### config.mk
export PLATFORM = sky130hd
export DESIGN_NAME = load_switch_overcurrent_supervisor_unit
export DESIGN_NICKNAME = d
export VERILOG_FILES = /design/src/rtl/lsocs_pkg.sv /design/src/rtl/load_switch_overcurrent_supervisor_unit.sv
export SDC_FILE = /design/constraint.sdc
export NUM_CORES = 1
export LEC_CHECK = 0
export ABC_AREA = 1
export BUFFER_PORTS_ARGS = -buffer_cell sky130_fd_sc_hd__buf_2
export CORE_MARGIN = 2
export CORE_UTILIZATION = 56
export CTS_CLUSTER_DIAMETER = 100
export DETAILED_ROUTE_END_ITERATION = 12
export PLACE_DENSITY_LB_ADDON = 0.2
export RECOVER_POWER = 25
export SYNTH_ARGS = -nofsm -noshare
export SYNTH_HDL_FRONTEND = slang
export SYNTH_SLANG_ARGS = --single-unit
export TNS_END_PERCENT = 1
### constraint.sdc
create_clock -name aclk -period 2.3 [get_ports aclk]
set_input_delay 0 -clock aclk [delete_from_list [all_inputs] [get_ports aclk]]
set_output_delay 0 -clock aclk [all_outputs]
set_load 0.03 [all_outputs]
### src/rtl/lsocs_pkg.sv
// Package for the load switch overcurrent supervisor.
// Holds phase, status, command and register codes used by the RTL; the checker uses the phase and status codes.
// No dependencies.
package lsocs_pkg;

    localparam int unsigned WAIT_TICKS_DEF = 100;
    localparam int unsigned WAIT_W         = 7;
    localparam int unsigned DELAY_W        = 10;
    localparam int unsigned CFG_INDEX_W    = 2;
    localparam int unsigned CFG_DATA_W     = 10;
    localparam int unsigned S_TDATA_W      = 8;
    localparam int unsigned M_TDATA_W      = 16;

    typedef enum logic [2:0] {
        PH_OFF     = 3'd0,
        PH_WAIT    = 3'd1,
        PH_READY   = 3'd2,
        PH_DELAY   = 3'd3,
        PH_SETTLED = 3'd4
    } phase_t;

    typedef enum logic [1:0] {
        ST_OK       = 2'd0,
        ST_STUCK    = 2'd1,
        ST_BUSY     = 2'd2,
        ST_READFAIL = 2'd3
    } status_t;

    typedef enum logic [1:0] {
        CMD_TICK    = 2'd0,
        CMD_ENABLE  = 2'd1,
        CMD_DISABLE = 2'd2,
        CMD_UNUSED  = 2'd3
    } cmd_t;

    localparam logic [CFG_INDEX_W-1:0] REG_TRIP_DELAY   = 2'd0;
    localparam logic [CFG_INDEX_W-1:0] REG_FLAG_HIGH    = 2'd1;
    localparam logic [CFG_INDEX_W-1:0] REG_ENABLE_HIGH  = 2'd2;
    localparam logic [CFG_INDEX_W-1:0] REG_PULL_PRESENT = 2'd3;

endpackage

### src/rtl/load_switch_overcurrent_supervisor_unit.sv
// Top level of the load switch overcurrent supervisor.
// Depends on lsocs_pkg.
//
// Channel  Dir  Handshake            Content
// s_       in   s_tvalid/s_tready    one request: command, flag level, read error
// m_       out  m_tvalid/m_tready    one result per request
// cfg_     in   cfg_valid/cfg_ready  register index and write data
//
// Each request's result is in the output register in the cycle after the
// request is taken; a new request can be taken every cycle unless m_tready stalls.
// s_tready is high while the output register is empty or being taken.
// aresetn is synchronous: it clears phase, counters and m_tvalid, and sets the config registers to their defaults.
// cfg_ready is always high.
module load_switch_overcurrent_supervisor_unit #(
    parameter int unsigned WAIT_TICKS = lsocs_pkg::WAIT_TICKS_DEF
) (
    input  logic                                aclk,
    input  logic                                aresetn,
    input  logic                                s_tvalid,
    output logic                                s_tready,
    // [1:0] command, [2] flag_level, [3] flag_read_error, [7:4] zero
    input  logic [lsocs_pkg::S_TDATA_W-1:0]     s_tdata,
    output logic                                m_tvalid,
    input  logic                                m_tready,
    // [0] enable_pin, [1] pull_up_on, [4:2] phase, [5] oc_notify,
    // [7:6] cmd_status, [8] output_on, [15:9] zero
    output logic [lsocs_pkg::M_TDATA_W-1:0]     m_tdata,
    input  logic                                cfg_valid,
    output logic                                cfg_ready,
    input  logic [lsocs_pkg::CFG_INDEX_W-1:0]   cfg_index,
    input  logic [lsocs_pkg::CFG_DATA_W-1:0]    cfg_data
);

    localparam int unsigned WAIT_W  = lsocs_pkg::WAIT_W;
    localparam int unsigned DELAY_W = lsocs_pkg::DELAY_W;
    localparam int unsigned M_TDATA_W_L = lsocs_pkg::M_TDATA_W;
    localparam logic [WAIT_W-1:0] WAIT_LOAD_RAW = WAIT_W'(WAIT_TICKS);
    localparam logic [WAIT_W-1:0] WAIT_LOAD =
        (WAIT_LOAD_RAW == '0) ? WAIT_W'(1) : WAIT_LOAD_RAW;

    logic [DELAY_W-1:0] trip_delay_reg;
    logic               flag_high_reg;
    logic               enable_high_reg;
    logic               pull_present_reg;

    lsocs_pkg::phase_t  phase_reg, phase_next;
    logic [DELAY_W-1:0] delay_count_reg, delay_count_next;
    logic [WAIT_W-1:0]  wait_count_reg, wait_count_next;
    logic               switch_driven_reg, switch_driven_next;

    logic               m_tvalid_reg;
    logic [M_TDATA_W_L-1:0] m_tdata_reg, m_tdata_next;

    logic               accept;
    lsocs_pkg::cmd_t    cmd;
    logic               level;
    logic               rd_err;
    logic               active;
    logic [WAIT_W-1:0]  wait_dec;
    logic [DELAY_W-1:0] delay_dec;
    logic [DELAY_W-1:0] delay_load;
    lsocs_pkg::status_t status;
    logic               notify;

    assign cfg_ready = 1'b1;
    assign s_tready  = !m_tvalid_reg || m_tready;
    assign accept    = s_tvalid && s_tready;
    assign m_tvalid  = m_tvalid_reg;
    assign m_tdata   = m_tdata_reg;

    assign cmd        = lsocs_pkg::cmd_t'(s_tdata[1:0]);
    assign level      = s_tdata[2];
    assign rd_err     = s_tdata[3];
    assign active     = flag_high_reg ? level : !level;
    assign wait_dec   = wait_count_reg - WAIT_W'(1);
    assign delay_dec  = delay_count_reg - DELAY_W'(1);
    assign delay_load = (trip_delay_reg == '0) ? DELAY_W'(1) : trip_delay_reg;

    // next state
    always_comb begin
        phase_next         = phase_reg;
        delay_count_next   = delay_count_reg;
        wait_count_next    = wait_count_reg;
        switch_driven_next = switch_driven_reg;
        case (cmd)
            lsocs_pkg::CMD_ENABLE: begin
                if (phase_reg == lsocs_pkg::PH_OFF) begin
                    phase_next      = lsocs_pkg::PH_WAIT;
                    wait_count_next = WAIT_LOAD;
                end
            end
            lsocs_pkg::CMD_DISABLE: begin
                if (phase_reg != lsocs_pkg::PH_OFF && phase_reg != lsocs_pkg::PH_WAIT) begin
                    phase_next         = lsocs_pkg::PH_OFF;
                    delay_count_next   = '0;
                    wait_count_next    = '0;
                    switch_driven_next = 1'b0;
                end
            end
            lsocs_pkg::CMD_TICK: begin
                case (phase_reg)
                    lsocs_pkg::PH_WAIT: begin
                        if (rd_err || (active && wait_dec == '0)) begin
                            phase_next         = lsocs_pkg::PH_OFF;
                            delay_count_next   = '0;
                            wait_count_next    = '0;
                            switch_driven_next = 1'b0;
                        end else if (!active) begin
                            phase_next         = lsocs_pkg::PH_READY;
                            wait_count_next    = '0;
                            switch_driven_next = 1'b1;
                        end else begin
                            wait_count_next = wait_dec;
                        end
                    end
                    lsocs_pkg::PH_READY: begin
                        if (active) begin
                            phase_next       = lsocs_pkg::PH_DELAY;
                            delay_count_next = delay_load;
                        end
                    end
                    lsocs_pkg::PH_DELAY: begin
                        delay_count_next = delay_dec;
                        if (delay_dec == '0) begin
                            phase_next = (rd_err || active) ? lsocs_pkg::PH_SETTLED
                                                            : lsocs_pkg::PH_READY;
                        end
                    end
                    default: ;
                endcase
            end
            default: ;
        endcase
    end

    // outputs
    always_comb begin
        status = lsocs_pkg::ST_OK;
        notify = 1'b0;
        case (cmd)
            lsocs_pkg::CMD_ENABLE, lsocs_pkg::CMD_DISABLE: begin
                if (phase_reg == lsocs_pkg::PH_WAIT) begin
                    status = lsocs_pkg::ST_BUSY;
                end
            end
            lsocs_pkg::CMD_TICK: begin
                case (phase_reg)
                    lsocs_pkg::PH_WAIT: begin
                        if (rd_err) begin
                            status = lsocs_pkg::ST_READFAIL;
                        end else if (active && wait_dec == '0) begin
                            status = lsocs_pkg::ST_STUCK;
                        end
                    end
                    lsocs_pkg::PH_DELAY: begin
                        notify = (delay_dec == '0) && (rd_err || active);
                    end
                    default: ;
                endcase
            end
            default: ;
        endcase

        m_tdata_next      = '0;
        m_tdata_next[0]   = switch_driven_next ? enable_high_reg : !enable_high_reg;
        m_tdata_next[1]   = pull_present_reg && (phase_next != lsocs_pkg::PH_OFF);
        m_tdata_next[4:2] = phase_next;
        m_tdata_next[5]   = notify;
        m_tdata_next[7:6] = status;
        m_tdata_next[8]   = (phase_next == lsocs_pkg::PH_READY)
                         || (phase_next == lsocs_pkg::PH_DELAY)
                         || (phase_next == lsocs_pkg::PH_SETTLED);
    end

    always_ff @(posedge aclk) begin
        if (!aresetn) begin
            trip_delay_reg    <= DELAY_W'(1);
            flag_high_reg     <= 1'b0;
            enable_high_reg   <= 1'b1;
            pull_present_reg  <= 1'b1;
            phase_reg         <= lsocs_pkg::PH_OFF;
            delay_count_reg   <= '0;
            wait_count_reg    <= '0;
            switch_driven_reg <= 1'b0;
            m_tvalid_reg      <= 1'b0;
        end else begin
            if (cfg_valid && cfg_ready) begin
                case (cfg_index)
                    lsocs_pkg::REG_TRIP_DELAY:   trip_delay_reg   <= cfg_data;
                    lsocs_pkg::REG_FLAG_HIGH:    flag_high_reg    <= cfg_data[0];
                    lsocs_pkg::REG_ENABLE_HIGH:  enable_high_reg  <= cfg_data[0];
                    lsocs_pkg::REG_PULL_PRESENT: pull_present_reg <= cfg_data[0];
                    default: ;
                endcase
            end
            if (accept) begin
                phase_reg         <= phase_next;
                delay_count_reg   <= delay_count_next;
                wait_count_reg    <= wait_count_next;
                switch_driven_reg <= switch_driven_next;
                m_tvalid_reg      <= 1'b1;
            end else if (m_tready) begin
                m_tvalid_reg      <= 1'b0;
            end
        end
    end

    always_ff @(posedge aclk) begin
        if (accept) begin
            m_tdata_reg <= m_tdata_next;
        end
    end

endmodule

==> results.ini <==
[logic_synthesis]
ys_ff_latch = 44
synth_largest_area_cell = dfxtp_1
synth_compound_area_share_pct = 18.68
syn_avg_cell_area_um2 = 7.337
synth_flop_cell = dfxtp_1
synth_xor_area_share_pct = 1.952
synth_most_common_cell = inv_1
ys_types = 42
yosys_warnings = 0
async_flop_share_pct = 0
syn_area_um2 = 2693
netlist_top_cells_count = inv_1 (53), nand2_1 (47), a21oi_1 (36)
ys_seq_area_share_pct = 36.06
synth_top_area_share_pct = 26.02
synthAdderAreaFrac_pct = 4.182
synthSimpleGateAreaFrac_pct = 26.39
synthCells = 367
synth_edf_count = 9
synthMuxAreaShare_pct = 0
synth_top_family_by_area = simple AND/OR/NAND/NOR gates
synth_area_leaders = dfxtp_1 (26%), edfxtp_1 (10%), inv_1 (7.4%)

[setup_path]
cp-end-kind = register
rr_startpoint = delay_count_reg[0]
cp-endpoint = m_tdata[1]
crit_fanout = 5
r2r_end = m_tdata[1]
start_kind = register
cp.required_ns = 2.37
worstSetupStartpoint = delay_count_reg[0]
rrSetupSlack_ns = 0.17
path_class = register to register
worstPathArrival_ns = 2.20
r2r_cells = 13

[finish]
diodes = 0
final_cells = 463
finalNetCount = 442
fin_area_um2 = 3083
syn_to_final_growth_pct = 14.50
fillCellCount = 436
drive_above_1_share_pct = 15.89

[global_route]
antenna_found_initial = 0
grt_max_degree = 25
overflow = 0
track_usage_pct = 22.26
grt_pass1_vias = 2153
grt_pass1_wl_um = 9390

[placement]
placed_area_um2 = 2850
place_inst = 444
dp_hpwl_um = 4159
portBuffers = 31
gp_congestion = 0.8789

[pwr]
p_total_uw = 2014
ir_worst_vdd_uv = 450.2
leakagePower_uw = 0.001336
powerDensity_nw_per_um2 = 653.3

[sta]
hold_viol = 0
fin_hold_ws_ns = 0.008626
fmax_mhz = 469.7
final.setup.tns_ns = 0
grt_setup_unrepaired = no
setup_viol = 0
timing.final.crit_share_pct = 92.56
tightest_slew_ns = 0.5157
finClkSkew_ns = 0.009821
period_minus_slack_ns = 2.129
relSlewSlack_pct = 65.49
slew_violations = 0

[clocking]
h-tree-depth = 2
cts_root_buf = clkbuf_8
clockBufferDepth = 2
insertion_delay_ns = 0.30
clock_sinks = 44
cts_tree = yes
clk_pin_slew_worst_paths_ns = 0.09
cts_made_buffers = 5

[die]
die_area_um2 = 5379
start_util_pct = 57.39
rows = 25
die_y_um = 73.34
core_area_um2 = 4692
io_pins = 44
die_w_um = 73.34

[detailed_routing]
antenna_left = 0
met2_length_um = 2710
routed_wirelength_um = 5803
wl_met1_um = 2746
drc_errors = 0
vias = 2474
met3_length_um = 330
routed.top_layer = met4
wl_per_cell_um = 12.53
drt_iter0_drc = 99
firstDrtPassIters = 5
vias_per_cell = 5.343

[job]
maxCapViolCount = 0

[run_status]
outcome = finished, final reports clean

[hold_path]
hold_path_class = input pin to register
hold_depth = 3

logic make-up after synthesis:
| logic type | count (synthesis) |
|---|---|
| adder cells (fa/ha/maj) | 9 |
| flip-flops | 44 |
| AO/OA/AOI/OAI | 90 |
| other | 2 |
| buffers and inverters | 79 |
| AND/OR/NAND/NOR | 137 |
| XOR/XNOR | 6 |
how the worst min path moves through the flow:
stage	from	endpoint	slack, ns
after CTS	cfg_index[1]	pull_present_reg	0.005
after detailed placement	cfg_data[4]	trip_delay_reg[4]	0.28
after floorplan	cfg_valid	flag_high_reg	0.12
after global placement	cfg_valid	flag_high_reg	0.26
final	cfg_index[1]	pull_present_reg	0.009
after global routing	cfg_index[1]	enable_high_reg	0.06
cell type report:
type | instances | area, um2 | area share (%)
repair buffers | 43 | 255.2 | 8.279
inverters | 64 | 240.2 | 7.792
flip-flops and latches | 44 | 970.9 | 31.49
well taps | 54 | 67.56 | 2.192
multi-input cells | 250 | 1421 | 46.10
clock inverters | 1 | 30.03 | 0.9740
clock buffers | 7 | 97.59 | 3.166
per-layer routing:
layer / up-vias / track usage [%]
met5: - / 0
met4: 0 / 4.848
met3: 2 / 5.624
met2: 73 / 36.84
met1: 1117 / 29.47
li1: 1282 / -
worst max-delay path, cell delays in order, from the launching register on:
cell     delay, ns
dfxtp_1       0.34
inv_2         0.12
ha_4          0.17
nand2_1       0.08
o21ai_0       0.15
nand2_1       0.11
nor3_2        0.25
nand4_1       0.13
nand2_1       0.08
nand2_1       0.09
a21oi_4       0.19
nand3_1       0.09
nand2_1       0.07
inv_1         0.04
per-stage QoR:
step	utilization [%]	setup WS [ns]
global placement	60.75	0.1618
detailed placement	60.75	0.08274
finish	65.71	0.1711
global route	65.71	0.02546
floorplan	-	0.3812
CTS	65.60	0.07306
layout by cell type, fill, tap and decap left out, types with 9 or more instances in the layout:
cell and n:
inv_1 53, nand2_1 47, a21oi_1 36, dfxtp_1 35, nor2_1 30, o21ai_0 29
nand3_1 21, buf_2 19, clkbuf_1 13, inv_2 10, dlygate4sd3_1 10, edfxtp_1 9
what timing repair did:
item	CTS	global route
hold buffers	10	0
setup buffers	0	1
resized for setup	0	3
endpoints found under the setup margin	0	5
endpoints found under the hold margin	10	0
power breakdown:
| part | switching (uW) | internal, uW | total, uW |
|---|---|---|---|
| Clock | 262 | 390 | 653 |
| Combinational | 323 | 163 | 486 |
| Sequential | 35.0 | 841 | 876 |
| Total | 620 | 1390 | 2010 |
(Power assumes the default switching activity.)
